==> config.mk <==
export PLATFORM = sky130hd
export DESIGN_NAME = sliding_window_majority_vote_filter_core
export DESIGN_NICKNAME = d
export VERILOG_FILES = /design/src/sv/swmv_pkg.sv /design/src/sv/sliding_window_majority_vote_filter_core.sv /design/src/sv/swmv_front.sv /design/src/sv/swmv_fifo.sv /design/src/sv/swmv_back.sv
export SDC_FILE = /design/constraint.sdc
export NUM_CORES = 1
export LEC_CHECK = 0
export BUFFER_PORTS_ARGS = -buffer_cell sky130_fd_sc_hd__buf_2
export CORE_MARGIN = 4
export CORE_UTILIZATION = 50
export CTS_CLUSTER_DIAMETER = 100
export DETAILED_ROUTE_END_ITERATION = 10
export HOLD_SLACK_MARGIN = 0.05
export PLACE_DENSITY = 0.67
export SYNTH_ARGS = -nofsm -noshare
export SYNTH_HDL_FRONTEND = slang
export SYNTH_SLANG_ARGS = --single-unit
==> constraint.sdc <==
create_clock -name clock -period 15.8 [get_ports clock]
set_input_delay 1.58 -clock clock [delete_from_list [all_inputs] [get_ports clock]]
set_output_delay 1.58 -clock clock [all_outputs]
set_load 0.005 [all_outputs]
==> src/sv/swmv_pkg.sv <==
`timescale 1ns / 1ps
`default_nettype none
// ---------------------------------------------------------------------------
// swmv_pkg: shared types and constants of the majority vote filter
// Sizes of the vote window, the speed sign table, the frame record that
// travels from the front end to the vote engine, and the CSR indexes.
// ---------------------------------------------------------------------------
package swmv_pkg;

   // vote window and sign table sizes
   localparam int WINDOW_DEPTH = 5;
   localparam int SIGN_CLASSES = 11;
   localparam int TABLE_LEN    = 11;

   localparam int WIN_IDX_W = (WINDOW_DEPTH > 1) ? $clog2(WINDOW_DEPTH) : 1;
   localparam int WIN_CNT_W = $clog2(WINDOW_DEPTH + 1);

   // frame record queue
   localparam int QUEUE_DEPTH = 2;
   localparam int QUEUE_PTR_W = (QUEUE_DEPTH > 1) ? $clog2(QUEUE_DEPTH) : 1;
   localparam int QUEUE_CNT_W = $clog2(QUEUE_DEPTH + 1);

   // field widths
   localparam int CLASS_W = 8;
   localparam int CONF_W  = 16;
   localparam int SPEED_W = 7;
   localparam int THR_W   = 4;
   localparam int CSR_W   = 8;

   // CSR indexes and reset values
   typedef enum logic [0:0] {
      CSR_CAMERA_CLASS    = 1'b0,
      CSR_MATCH_THRESHOLD = 1'b1
   } csr_index_type;

   localparam logic [CLASS_W-1:0] CAMERA_CLASS_RST    = 8'd11;
   localparam logic [THR_W-1:0]   MATCH_THRESHOLD_RST = 4'd3;

   // speed in km/h per sign class
   localparam logic [SPEED_W-1:0] SPEED_TABLE [TABLE_LEN] = '{
      7'd20, 7'd30, 7'd40, 7'd50, 7'd60, 7'd70,
      7'd80, 7'd90, 7'd100, 7'd110, 7'd120
   };

   // classes past the table take its last entry
   function automatic logic [SPEED_W-1:0] speed_of(input logic [CLASS_W-1:0] cls);
      logic [SPEED_W-1:0] spd;
      spd = SPEED_TABLE[TABLE_LEN-1];
      for (int k = 0; k < TABLE_LEN; k++) begin
         if (cls == CLASS_W'(k)) begin
            spd = SPEED_TABLE[k];
         end
      end
      return spd;
   endfunction

   // summary of one finished frame
   typedef struct packed {
      logic [SPEED_W-1:0] best_speed;
      logic [CONF_W-1:0]  best_conf;
      logic               cam_flag;
      logic [CONF_W-1:0]  cam_conf;
   } rec_type;

endpackage
`default_nettype wire

==> src/sv/sliding_window_majority_vote_filter_core.sv <==
`timescale 1ns / 1ps
`default_nettype none
// ---------------------------------------------------------------------------
// sliding_window_majority_vote_filter_core: speed sign vote filter
// Detections go in through a queue-like push/full port, one beat per
// detection. Non-final detections produce nothing. A beat with
// req_frame_end closes the frame: its record enters a two-entry queue,
// and the vote engine writes it into the five-slot ring window and scans
// the filled slots one per cycle. When the scan ends and the result
// register is free, the result is loaded there (rsp_empty low). The engine
// votes on one record at a time, while the front end keeps taking detections.
// The result stays on the rsp_ ports until popped. While it waits, up to
// two further frame records queue up and detections keep being taken;
// req_full rises only when the record queue is full.
// CSR writes (camera class, match threshold) take effect at once. The user
// must make them while the block is idle (the block does not enforce it).
// Reset empties window, queue and frame accumulators; CSRs get reset values.
// ---------------------------------------------------------------------------
module sliding_window_majority_vote_filter_core (
   input  wire logic                           clock,
   input  wire logic                           reset,
   // detection beats
   input  wire logic                           req_push,
   output      logic                           req_full,
   input  wire logic                           req_detection_present,
   input  wire logic [swmv_pkg::CLASS_W-1:0]   req_class_id,
   input  wire logic [swmv_pkg::CONF_W-1:0]    req_confidence,
   input  wire logic                           req_frame_end,
   // result beats
   output      logic                           rsp_empty,
   input  wire logic                           rsp_pop,
   output      logic [swmv_pkg::SPEED_W-1:0]   rsp_speed_limit,
   output      logic                           rsp_camera_seen,
   output      logic [swmv_pkg::CONF_W-1:0]    rsp_report_confidence,
   // register writes
   input  wire logic                           csr_wr_en,
   input  wire logic [0:0]                     csr_index,
   input  wire logic [swmv_pkg::CSR_W-1:0]     csr_wdata
);

   logic [swmv_pkg::CLASS_W-1:0] camera_class_ff;
   logic [swmv_pkg::THR_W-1:0]   match_threshold_ff;
   logic                         item_accept;
   logic                         rec_push;
   logic                         rec_pop;
   logic                         q_full;
   logic                         q_empty;
   swmv_pkg::rec_type            rec_in;
   swmv_pkg::rec_type            rec_out;

   // CSRs
   always_ff @(posedge clock) begin
      if (reset) begin
         camera_class_ff    <= swmv_pkg::CAMERA_CLASS_RST;
         match_threshold_ff <= swmv_pkg::MATCH_THRESHOLD_RST;
      end else if (csr_wr_en) begin
         unique case (csr_index)
            swmv_pkg::CSR_CAMERA_CLASS: begin
               camera_class_ff <= csr_wdata;
            end
            swmv_pkg::CSR_MATCH_THRESHOLD: begin
               match_threshold_ff <= csr_wdata[swmv_pkg::THR_W-1:0];
            end
            default: begin
            end
         endcase
      end
   end

   assign req_full    = q_full;
   assign item_accept = req_push && !q_full;

   swmv_front u_front (
      .clock             (clock),
      .reset             (reset),
      .item_accept       (item_accept),
      .detection_present (req_detection_present),
      .class_id          (req_class_id),
      .confidence        (req_confidence),
      .frame_end         (req_frame_end),
      .camera_class      (camera_class_ff),
      .rec_push          (rec_push),
      .rec_data          (rec_in)
   );

   swmv_fifo u_fifo (
      .clock     (clock),
      .reset     (reset),
      .push      (rec_push),
      .push_data (rec_in),
      .pop       (rec_pop),
      .pop_data  (rec_out),
      .full      (q_full),
      .empty     (q_empty)
   );

   swmv_back u_back (
      .clock                 (clock),
      .reset                 (reset),
      .rec_empty             (q_empty),
      .rec_data              (rec_out),
      .rec_pop               (rec_pop),
      .match_threshold       (match_threshold_ff),
      .rsp_pop               (rsp_pop),
      .rsp_empty             (rsp_empty),
      .rsp_speed_limit       (rsp_speed_limit),
      .rsp_camera_seen       (rsp_camera_seen),
      .rsp_report_confidence (rsp_report_confidence)
   );

   // checks
   a_queue_sane: assert property (@(posedge clock) disable iff (reset)
      !(q_full && q_empty))
      else $error("record queue full and empty at once");

   a_pop_only_valid: assert property (@(posedge clock) disable iff (reset)
      rec_pop |-> !q_empty)
      else $error("vote engine took a record from an empty queue");

   a_speed_in_table: assert property (@(posedge clock) disable iff (reset)
      (!rsp_empty && (rsp_speed_limit != 7'd0)) |->
         (rsp_speed_limit == 7'd20 || rsp_speed_limit == 7'd30 ||
          rsp_speed_limit == 7'd40 || rsp_speed_limit == 7'd50 ||
          rsp_speed_limit == 7'd60 || rsp_speed_limit == 7'd70 ||
          rsp_speed_limit == 7'd80 || rsp_speed_limit == 7'd90 ||
          rsp_speed_limit == 7'd100 || rsp_speed_limit == 7'd110 ||
          rsp_speed_limit == 7'd120))
      else $error("reported speed is not a table value");

   a_reset_clears: assert property (@(posedge clock)
      reset |=> (rsp_empty && !req_full))
      else $error("queues not empty after reset");

endmodule
`default_nettype wire

==> src/sv/swmv_front.sv <==
`timescale 1ns / 1ps
`default_nettype none
// ---------------------------------------------------------------------------
// swmv_front: detection classifier and frame accumulator
// Takes detections, keeps the best speed sign and camera of the frame and
// pushes a frame record into the queue on the frame end beat.
// ---------------------------------------------------------------------------
module swmv_front (
   input  wire logic                                clock,
   input  wire logic                                reset,
   input  wire logic                                item_accept,
   input  wire logic                                detection_present,
   input  wire logic [swmv_pkg::CLASS_W-1:0]        class_id,
   input  wire logic [swmv_pkg::CONF_W-1:0]         confidence,
   input  wire logic                                frame_end,
   input  wire logic [swmv_pkg::CLASS_W-1:0]        camera_class,
   output      logic                                rec_push,
   output      swmv_pkg::rec_type                   rec_data
);

   logic [swmv_pkg::SPEED_W-1:0] best_speed_ff, best_speed_in;
   logic [swmv_pkg::CONF_W-1:0]  best_conf_ff,  best_conf_in;
   logic                         cam_flag_ff,   cam_flag_in;
   logic [swmv_pkg::CONF_W-1:0]  cam_conf_ff,   cam_conf_in;
   logic                         is_sign;
   logic                         is_camera;

   // classify: sign test takes priority over the camera class
   assign is_sign   = detection_present && (class_id < swmv_pkg::CLASS_W'(swmv_pkg::SIGN_CLASSES));
   assign is_camera = detection_present && !is_sign && (class_id == camera_class);

   // fold this detection into the frame state
   always_comb begin
      best_speed_in = best_speed_ff;
      best_conf_in  = best_conf_ff;
      cam_flag_in   = cam_flag_ff;
      cam_conf_in   = cam_conf_ff;
      if (is_sign && (confidence > best_conf_ff)) begin
         best_conf_in  = confidence;
         best_speed_in = swmv_pkg::speed_of(class_id);
      end
      if (is_camera) begin
         cam_flag_in = 1'b1;
         if (confidence > cam_conf_ff) begin
            cam_conf_in = confidence;
         end
      end
   end

   // record of the frame, including the closing detection
   assign rec_push            = item_accept && frame_end;
   assign rec_data.best_speed = best_speed_in;
   assign rec_data.best_conf  = best_conf_in;
   assign rec_data.cam_flag   = cam_flag_in;
   assign rec_data.cam_conf   = cam_conf_in;

   // frame accumulators, cleared when the frame closes
   always_ff @(posedge clock) begin
      if (reset || rec_push) begin
         best_speed_ff <= '0;
         best_conf_ff  <= '0;
         cam_flag_ff   <= 1'b0;
         cam_conf_ff   <= '0;
      end else if (item_accept) begin
         best_speed_ff <= best_speed_in;
         best_conf_ff  <= best_conf_in;
         cam_flag_ff   <= cam_flag_in;
         cam_conf_ff   <= cam_conf_in;
      end
   end

endmodule
`default_nettype wire

==> src/sv/swmv_fifo.sv <==
`timescale 1ns / 1ps
`default_nettype none
// ---------------------------------------------------------------------------
// swmv_fifo: short frame record queue
// Decouples the front end from the vote engine so each can stall alone.
// ---------------------------------------------------------------------------
module swmv_fifo (
   input  wire logic              clock,
   input  wire logic              reset,
   input  wire logic              push,
   input  wire swmv_pkg::rec_type push_data,
   input  wire logic              pop,
   output      swmv_pkg::rec_type pop_data,
   output      logic              full,
   output      logic              empty
);

   swmv_pkg::rec_type                 mem_ff [swmv_pkg::QUEUE_DEPTH];
   logic [swmv_pkg::QUEUE_PTR_W-1:0]  wr_ptr_ff, wr_ptr_in;
   logic [swmv_pkg::QUEUE_PTR_W-1:0]  rd_ptr_ff, rd_ptr_in;
   logic [swmv_pkg::QUEUE_CNT_W-1:0]  count_ff,  count_in;
   logic                              do_push;
   logic                              do_pop;

   assign full     = (count_ff == swmv_pkg::QUEUE_CNT_W'(swmv_pkg::QUEUE_DEPTH));
   assign empty    = (count_ff == '0);
   assign do_push  = push && !full;
   assign do_pop   = pop && !empty;
   assign pop_data = mem_ff[rd_ptr_ff];

   // pointer and count update
   always_comb begin
      wr_ptr_in = wr_ptr_ff;
      rd_ptr_in = rd_ptr_ff;
      count_in  = count_ff;
      if (do_push) begin
         wr_ptr_in = (wr_ptr_ff == swmv_pkg::QUEUE_PTR_W'(swmv_pkg::QUEUE_DEPTH - 1))
                     ? '0 : wr_ptr_ff + 1'b1;
      end
      if (do_pop) begin
         rd_ptr_in = (rd_ptr_ff == swmv_pkg::QUEUE_PTR_W'(swmv_pkg::QUEUE_DEPTH - 1))
                     ? '0 : rd_ptr_ff + 1'b1;
      end
      if (do_push && !do_pop) begin
         count_in = count_ff + 1'b1;
      end else if (do_pop && !do_push) begin
         count_in = count_ff - 1'b1;
      end
   end

   always_ff @(posedge clock) begin
      if (reset) begin
         wr_ptr_ff <= '0;
         rd_ptr_ff <= '0;
         count_ff  <= '0;
      end else begin
         wr_ptr_ff <= wr_ptr_in;
         rd_ptr_ff <= rd_ptr_in;
         count_ff  <= count_in;
      end
   end

   // storage
   always_ff @(posedge clock) begin
      if (do_push) begin
         mem_ff[wr_ptr_ff] <= push_data;
      end
   end

endmodule
`default_nettype wire

==> src/sv/swmv_back.sv <==
`timescale 1ns / 1ps
`default_nettype none
// ---------------------------------------------------------------------------
// swmv_back: window update and vote engine
// Writes a frame record into the ring window, scans the filled slots one a
// cycle to find the winning speed, and holds the result for the consumer.
// ---------------------------------------------------------------------------
module swmv_back (
   input  wire logic                              clock,
   input  wire logic                              reset,
   input  wire logic                              rec_empty,
   input  wire swmv_pkg::rec_type                 rec_data,
   output      logic                              rec_pop,
   input  wire logic [swmv_pkg::THR_W-1:0]        match_threshold,
   input  wire logic                              rsp_pop,
   output      logic                              rsp_empty,
   output      logic [swmv_pkg::SPEED_W-1:0]      rsp_speed_limit,
   output      logic                              rsp_camera_seen,
   output      logic [swmv_pkg::CONF_W-1:0]       rsp_report_confidence
);

   typedef enum logic [2:0] {
      ST_IDLE = 3'b001,
      ST_SCAN = 3'b010,
      ST_DONE = 3'b100
   } state_type;

   state_type                         state_ff, state_in;

   // ring window
   logic [swmv_pkg::SPEED_W-1:0]      speed_win_ff [swmv_pkg::WINDOW_DEPTH];
   logic [swmv_pkg::CONF_W-1:0]       conf_win_ff  [swmv_pkg::WINDOW_DEPTH];
   logic [swmv_pkg::WIN_IDX_W-1:0]    slot_ff,   slot_in;
   logic [swmv_pkg::WIN_CNT_W-1:0]    filled_ff, filled_in;

   // scan state
   logic [swmv_pkg::WIN_IDX_W-1:0]    idx_ff,     idx_in;
   logic [swmv_pkg::WIN_CNT_W-1:0]    win_cnt_ff, win_cnt_in;
   logic [swmv_pkg::SPEED_W-1:0]      win_val_ff, win_val_in;
   logic [swmv_pkg::CONF_W-1:0]       win_conf_ff, win_conf_in;
   logic                              cam_flag_ff;
   logic [swmv_pkg::CONF_W-1:0]       cam_conf_ff;

   // result holding register
   logic                              rsp_valid_ff, rsp_valid_in;
   logic [swmv_pkg::SPEED_W-1:0]      rsp_speed_ff;
   logic                              rsp_cam_ff;
   logic [swmv_pkg::CONF_W-1:0]       rsp_conf_ff;

   logic [swmv_pkg::SPEED_W-1:0]      cand;
   logic [swmv_pkg::WIN_CNT_W-1:0]    cand_cnt;
   logic [swmv_pkg::CONF_W-1:0]       cand_conf;
   logic                              last_slot;
   logic                              confirmed;
   logic [swmv_pkg::SPEED_W-1:0]      fin_speed;
   logic [swmv_pkg::CONF_W-1:0]       fin_conf;
   logic                              load_rsp;

   // votes and best confidence for the candidate under the scan index
   assign cand = speed_win_ff[idx_ff];
   always_comb begin
      cand_cnt  = '0;
      cand_conf = '0;
      for (int i = 0; i < swmv_pkg::WINDOW_DEPTH; i++) begin
         if ((swmv_pkg::WIN_CNT_W'(i) < filled_ff) && (speed_win_ff[i] == cand)) begin
            cand_cnt = cand_cnt + 1'b1;
            if (conf_win_ff[i] > cand_conf) begin
               cand_conf = conf_win_ff[i];
            end
         end
      end
   end

   assign last_slot = ((swmv_pkg::WIN_CNT_W'(idx_ff) + 1'b1) == filled_ff);

   // final pick
   assign confirmed = (win_cnt_ff != '0) &&
                      (swmv_pkg::THR_W'(win_cnt_ff) >= match_threshold);
   assign fin_speed = confirmed ? win_val_ff  : '0;
   assign fin_conf  = (confirmed && (win_conf_ff > cam_conf_ff)) ? win_conf_ff : cam_conf_ff;
   assign load_rsp  = (state_ff == ST_DONE) && (!rsp_valid_ff || rsp_pop);

   assign rec_pop   = (state_ff == ST_IDLE) && !rec_empty;

   // sequencer
   always_comb begin
      state_in    = state_ff;
      slot_in     = slot_ff;
      filled_in   = filled_ff;
      idx_in      = idx_ff;
      win_cnt_in  = win_cnt_ff;
      win_val_in  = win_val_ff;
      win_conf_in = win_conf_ff;
      unique case (state_ff)
         ST_IDLE: begin
            if (!rec_empty) begin
               slot_in = (slot_ff == swmv_pkg::WIN_IDX_W'(swmv_pkg::WINDOW_DEPTH - 1))
                         ? '0 : slot_ff + 1'b1;
               if (filled_ff != swmv_pkg::WIN_CNT_W'(swmv_pkg::WINDOW_DEPTH)) begin
                  filled_in = filled_ff + 1'b1;
               end
               idx_in      = '0;
               win_cnt_in  = '0;
               win_val_in  = '0;
               win_conf_in = '0;
               state_in    = ST_SCAN;
            end
         end
         ST_SCAN: begin
            // first nonzero value with the largest count wins
            if ((cand != '0) && (cand_cnt > win_cnt_ff)) begin
               win_cnt_in  = cand_cnt;
               win_val_in  = cand;
               win_conf_in = cand_conf;
            end
            if (last_slot) begin
               state_in = ST_DONE;
            end else begin
               idx_in = idx_ff + 1'b1;
            end
         end
         ST_DONE: begin
            if (load_rsp) begin
               state_in = ST_IDLE;
            end
         end
         default: begin
            state_in = ST_IDLE;
         end
      endcase
   end

   always_ff @(posedge clock) begin
      if (reset) begin
         state_ff  <= ST_IDLE;
         slot_ff   <= '0;
         filled_ff <= '0;
      end else begin
         state_ff  <= state_in;
         slot_ff   <= slot_in;
         filled_ff <= filled_in;
      end
   end

   always_ff @(posedge clock) begin
      idx_ff      <= idx_in;
      win_cnt_ff  <= win_cnt_in;
      win_val_ff  <= win_val_in;
      win_conf_ff <= win_conf_in;
   end

   // window write and camera fields of the frame under vote
   always_ff @(posedge clock) begin
      if (rec_pop) begin
         speed_win_ff[slot_ff] <= rec_data.best_speed;
         conf_win_ff[slot_ff]  <= rec_data.best_conf;
         cam_flag_ff           <= rec_data.cam_flag;
         cam_conf_ff           <= rec_data.cam_conf;
      end
   end

   // result register
   always_comb begin
      rsp_valid_in = rsp_valid_ff;
      if (load_rsp) begin
         rsp_valid_in = 1'b1;
      end else if (rsp_pop) begin
         rsp_valid_in = 1'b0;
      end
   end

   always_ff @(posedge clock) begin
      if (reset) begin
         rsp_valid_ff <= 1'b0;
      end else begin
         rsp_valid_ff <= rsp_valid_in;
      end
   end

   always_ff @(posedge clock) begin
      if (load_rsp) begin
         rsp_speed_ff <= fin_speed;
         rsp_cam_ff   <= cam_flag_ff;
         rsp_conf_ff  <= fin_conf;
      end
   end

   assign rsp_empty             = !rsp_valid_ff;
   assign rsp_speed_limit       = rsp_speed_ff;
   assign rsp_camera_seen       = rsp_cam_ff;
   assign rsp_report_confidence = rsp_conf_ff;

endmodule
`default_nettype wire

==> metrics, run 1 <==
die area 0.0395 mm²; # diodes 0; port bufs 65; # rows 69; Worst path max stage delay 0.94 ns; hold-critical path depth 0; WHS 0.443 ns; Critical Path End Type flop; worst vdd ir 89.0 µV; Die Width slightly below 200 µm; drt pass-1 iters 5; GRT overflow 0; register bit total from synthesis 356; # IOs 66; dpl hpwl around 29 mm; gr usage total 0.202; nets around 1800; vias in the first global route around 12000; number of flops mapped to enable cells by yosys 286; worst skew pair latency 0.53 ns; RSZ-0062 raised after global routing no; Hold Violations, Final 0; fin area a little over 0.02 mm²; Avg WL per Cell 19.1 µm; share of cells above drive strength 1 0.179; H-tree levels 2; CTS Hold Bufs 0; first-pass GRT wire length around 63 mm; Setup Skew 0.00910 ns; worst reg2reg setup slack 1.90 ns; Rel. slew slack 0.213; Worst Hold Class flop to flop; cell leakage power ~7.5 nW; cell mode on critical path o21a_1; Critical Path Source Type flop; Max Slew Vio Count 0; top cells by area, synth edfxtp_1 47%, ha_1 8.6%, dfxtp_1 7.7%, mux2_2 5.8%, nand2_1 2.9%; Vias per Instance 5.63; residual DRC count 0; # fillers 2955; CTS clk-pin slew, worst paths roughly 0.06 ns; transition time of the tightest slew-check pin 1.18 ns; worst r2r dst u_back.win_conf_ff[2]; post-synthesis average cell area 12.0 µm²; Resize count post-CTS 0; ANT nets after route 0; share of the synthesized area in the top cell type 0.472; drt initial violations ~860; post-CTS setup buffers 0; drt total wl 39.7 mm; initial core utilization 0.509; area post-placement 0.0191 mm²; FMAX 0.0720 GHz; most frequent cell after synthesis edfxtp_1; max-cap violations 0; core area between 0.03 and 0.04 mm²; Req. time, crit path ~16 ns; WS Path Type flop to flop; fin util 0.574; CTS Buffer Depth 3; WHS Endpoint u_back.rsp_camera_seen; # setup viols final 0; Mapped Cells 1520; total power divided by cell area 148 mW/mm²; asr flop ratio synth 0; Die Ht 199 µm; P&R area growth vs syn 12.9%; WP data arrival 14.15 ns; Commonest cells post-synth 286 x edfxtp_1, 140 x nand2_1, 125 x ha_1; CTS root buffer clkbuf_16; area leader, netlist edfxtp_1; R2R depth 50; post-synth cell types 80; crit path max fanout 27; Worst Min Path Start u_back.cam_flag_ff; status finished clean; CTS buffer count 40; placer's final routability congestion estimate 0.912; TritonCTS sink count 356; CP max stage cell a21oi_1; minimum clock period 13.90 ns; main flop type after synthesis edfxtp_1; Synth Net Count 1685; fin crit share 0.879; Syn. warnings 0; detailed-route via count 11700; post-synthesis sequential area ratio 0.549; Synth Cell Area 0.0182 mm²; initial antenna violation count 1; final setup TNS 0 ns; largest net degree at the start of global routing 41; CTS tree done
==> per-layer routing <==
layer / track usage / part of all wire / vias to the layer above
met3: 0.0366 / 0.053 / 60
met4: 0.0534 / 0.022 / 2
met1: 0.299 / 0.48 / 5663
met5: 0 / 0.00033 / -
met2: 0.308 / 0.44 / 276
li1: - / - / 5736
==> worst max-delay path, delay by kind of cell (launching register included) <==
kind,cells,cell delay [ns]
compound gates,24,5.21
simple gates,14,3.62
mux,5,2.24
fa+ha+maj,4,1.25
flops,1,0.83
buf+inv,2,0.36
xor+xnor,1,0.10
==> layout make-up <==
class / count / area (µm²) / share of cell area
clock buffer: 43 / 1010 / 0.0493
multi-input combinational: 1006 / 7610 / 0.371
sequential: 356 / 9990 / 0.487
inverter: 103 / 387 / 0.0188
tap: 461 / 577 / 0.0281
clock inverter: 28 / 454 / 0.0221
timing repair buffer: 87 / 490 / 0.0239
==> flip-flops by register name, summed over array words and instances (netlist names), 4 cells and up, named ones only <==
| register | count |
|---|---|
| u_back.speed_win_ff | 56 |
| camera_class_ff | 8 |
| match_threshold_ff | 4 |
| u_back.win_val_ff | 7 |
| u_back.rsp_report_confidence | 16 |
| u_back.rsp_speed_limit | 7 |
| u_back.cam_conf_ff | 16 |
| u_front.cam_conf_ff | 16 |
| u_back.win_conf_ff | 16 |
| u_front.best_conf_ff | 16 |
| u_back.conf_win_ff | 80 |
| u_fifo.mem_ff | 80 |
| u_front.best_speed_ff | 7 |
==> placed cells by master, fill, tap and decap left out, types with 5 or more instances in the layout <==
cell / instances
edfxtp_1: 286
nand2_1: 140
ha_1: 125
inv_1: 102
mux2_2: 94
nor2_1: 90
dfxtp_1: 70
a21oi_1: 68
buf_2: 65
o21ai_0: 60
mux2i_1: 42
clkbuf_16: 40
nand4_1: 38
xnor2_1: 31
nand3_1: 27
a21o_1: 26
buf_4: 22
nor3_1: 20
nor2b_1: 19
o21a_1: 19
xor2_1: 18
and2_1: 17
nand2b_1: 16
and3_1: 12
bufinv_16: 12
o211ai_2: 10
o211ai_1: 8
and4_1: 7
nor4_1: 7
a211oi_1: 7
clkinv_1: 7
a21boi_0: 6
nand3b_1: 5
mux4_2: 5
mux2_4: 5
o22ai_1: 5
==> how the worst max path moves through the flow <==
stage	cells after the start	slack (ns)	startpoint	endpoint
2_1_floorplan	54	4.59	flop	u_back.win_conf_ff[15]
3_3_place_gp	50	2.36	flop	u_back.win_conf_ff[2]
3_5_place_dp	50	2.05	flop	u_back.win_conf_ff[2]
4_1_cts	50	2.01	flop	u_back.win_conf_ff[2]
5_1_grt	50	0.88	flop	u_back.win_conf_ff[2]
6_report	50	1.90	flop	u_back.win_conf_ff[2]
==> where the power goes <==
group / internal [mW] / total [mW] / switching [mW]
registers: 1.20 / 1.29 / 0.0956
clock network: 0.660 / 1.03 / 0.370
logic: 0.287 / 0.706 / 0.419
==> cell families after synthesis <==
family	after synthesis	share of synthesized area
AO/OA/AOI/OAI	251	0.0915
AND/OR/NAND/NOR	426	0.114
XOR/XNOR	49	0.0236
adder cells (fa/ha/maj)	125	0.0860
buffers and inverters	158	0.0356
flip-flops	356	0.549
multiplexers	155	0.100
==> metrics by stage <==
| step | power (mW) | std cells | setup WS, ns |
|---|---|---|---|
| floorplan | 1.80 | 1520 | 4.59 |
| global placement | 2.00 | 2013 | 2.36 |
| detailed placement | 2.01 | 2013 | 2.05 |
| CTS | 3.05 | 2084 | 2.01 |
| global route | 3.19 | 2084 | 0.877 |
| finish | 3.03 | 2084 | 1.90 |
(Power assumes the default switching activity.)
==> run 2, diff against run 1 <==
Clock period 15.8 ns to 15.7 ns, I/O delays scaled along.
==> run 2 against run 1 <==
Net effect: setup slack got worse by 0.31 ns; register-to-register slack got worse by 0.31 ns; die area did not move.
==> metrics, run 2 (synthesis gave the netlist of run 1 again) <==
status finished clean; dpl hpwl 28.9 mm; nets 1758; CTS clk-pin slew, worst paths 0.06 ns; delay-heaviest family, CP compound AO/OA/AOI/OAI gates; residual DRC count 0; total power divided by cell area 143 mW/mm²; P&R area growth vs syn 11.8%; CP max stage cell dfxtp_1; worst vdd ir 92.0 µV; detailed-route via count 11700; drt initial violations 857; Avg WL per Cell 18.9 µm; Worst path max stage delay between 1 and 1.5 ns; # setup viols final 0; placer's final routability congestion estimate 0.923; RSZ-0062 raised after global routing no; minimum clock period roughly 14 ns; port bufs 65; Resize count post-CTS 0; most frequent cells in the layout 286 x edfxtp_1, 140 x nand2_1, 125 x ha_1; CTS tree done; # IOs 66; CTS buffer count 40; crit path max fanout 27; CTS Hold Bufs 0; Die Ht between 150 and 200 µm; Crit path buffers/inverters 2; share of cells above drive strength 1 0.176; largest net degree at the start of global routing 41; vias in the first global route 11700; Clock power frac 0.311; CTS Buffer Depth 3; Worst Hold Class flop to flop; worst reg2reg setup slack 1.59 ns; die area 0.0395 mm²; WS Path Type flop to flop; CTS root buffer clkbuf_16; initial antenna violation count 0; final setup TNS 0 ns; post-CTS setup buffers 0; Critical Path End Type flop; Vias per Instance 5.61; drt pass-1 iters 5; GRT overflow 0; hold-critical path depth 0; cell leakage power 7.38 nW; initial core utilization 0.509; worst skew pair latency approximately 0.53 ns; Final Non-Filler Cells roughly 2100; Inst Count DP 2012; biggest regs u_back.conf_win_ff: 80 flops, u_fifo.mem_ff: 80 flops, u_back.speed_win_ff: 56 flops; R2R depth 50; Rel. slew slack 0.160; FMAX 0.0709 GHz; Net Switching between 800 and 900 µW; sw frac 0.302; first-pass GRT wire length 63.1 mm; max-cap violations 0; Hold Violations, Final 0; drt total wl 39.4 mm; Int Pwr 2.04 mW; worst r2r dst u_back.win_conf_ff[2]; H-tree levels 2; # rows 69; core area ~0.036 mm²; Max Slew Vio Count 0; Worst Min Path Start u_back.cam_flag_ff; WHS Endpoint u_back.rsp_camera_seen; TritonCTS sink count between 300 and 400; Critical Path Source Type flop; commonest non-fill, non-tap cell in the layout edfxtp_1; Die Width 199 µm; ANT nets after route 0; power share of the combinational group 0.238; transition time of the tightest slew-check pin 1.26 ns; gr usage total 0.202; Req. time, crit path 15.95 ns; Setup Skew between 0.015 and 0.02 ns; WP data arrival approximately 14 ns; fin crit share 0.898; # diodes 0; cell mode on critical path o21a_1; power share of the sequential group 0.450
run 2: power groups by stage:
stage / Sequential [mW] / Clock [mW] / Combinational [mW]
6_report: 1.31 / 0.908 / 0.695
5_1_grt: 1.33 / 0.974 / 0.776
4_1_cts: 1.31 / 0.929 / 0.699
3_5_place_dp: 1.33 / 0 / 0.694
3_3_place_gp: 1.33 / 0 / 0.679
2_1_floorplan: 1.27 / 0 / 0.544
run 2: worst max-delay path by stage:
stage / from / endpoint / slack (ns) / cells past startpoint
after floorplan: flop / u_back.win_conf_ff[15] / 4.49 / 54
after global placement: flop / u_back.win_conf_ff[2] / 2.00 / 50
after detailed placement: flop / u_back.win_conf_ff[4] / 1.62 / 50
after CTS: flop / u_back.win_conf_ff[2] / 1.64 / 50
after global routing: flop / u_back.win_conf_ff[4] / 0.44 / 50
final: flop / u_back.win_conf_ff[2] / 1.59 / 50
run 2: metal layers:
layer	track usage	vias up	share of wire
met5	0	-	0
met4	0.0519	0	0.021
met3	0.0325	60	0.063
met2	0.312	292	0.45
met1	0.300	5612	0.47
li1	-	5739	-
run 2: per-stage QoR:
stage                     hold WS (ns)  power (mW)  worst slack (ns)  utilization  area [µm²]
final                            0.446        2.92              1.59        0.569       20300
after global placement           0.440        2.01              2.00        0.533       19000
after CTS                        0.451        2.94              1.64        0.569       20300
after floorplan                  0.400        1.81              4.49            -       18200
after detailed placement         0.439        2.03              1.62        0.533       19000
after global routing             0.453        3.08             0.443        0.569       20300
run 2: cell type report:
type | count | area, µm²
timing repair buffer | 86 | 483
clock buffer | 55 | 1100
fill | 2997 | 15400
clock inverter | 19 | 184
sequential | 356 | 9990
tap | 461 | 577
multi-input combinational | 1006 | 7610
inverter | 103 | 387
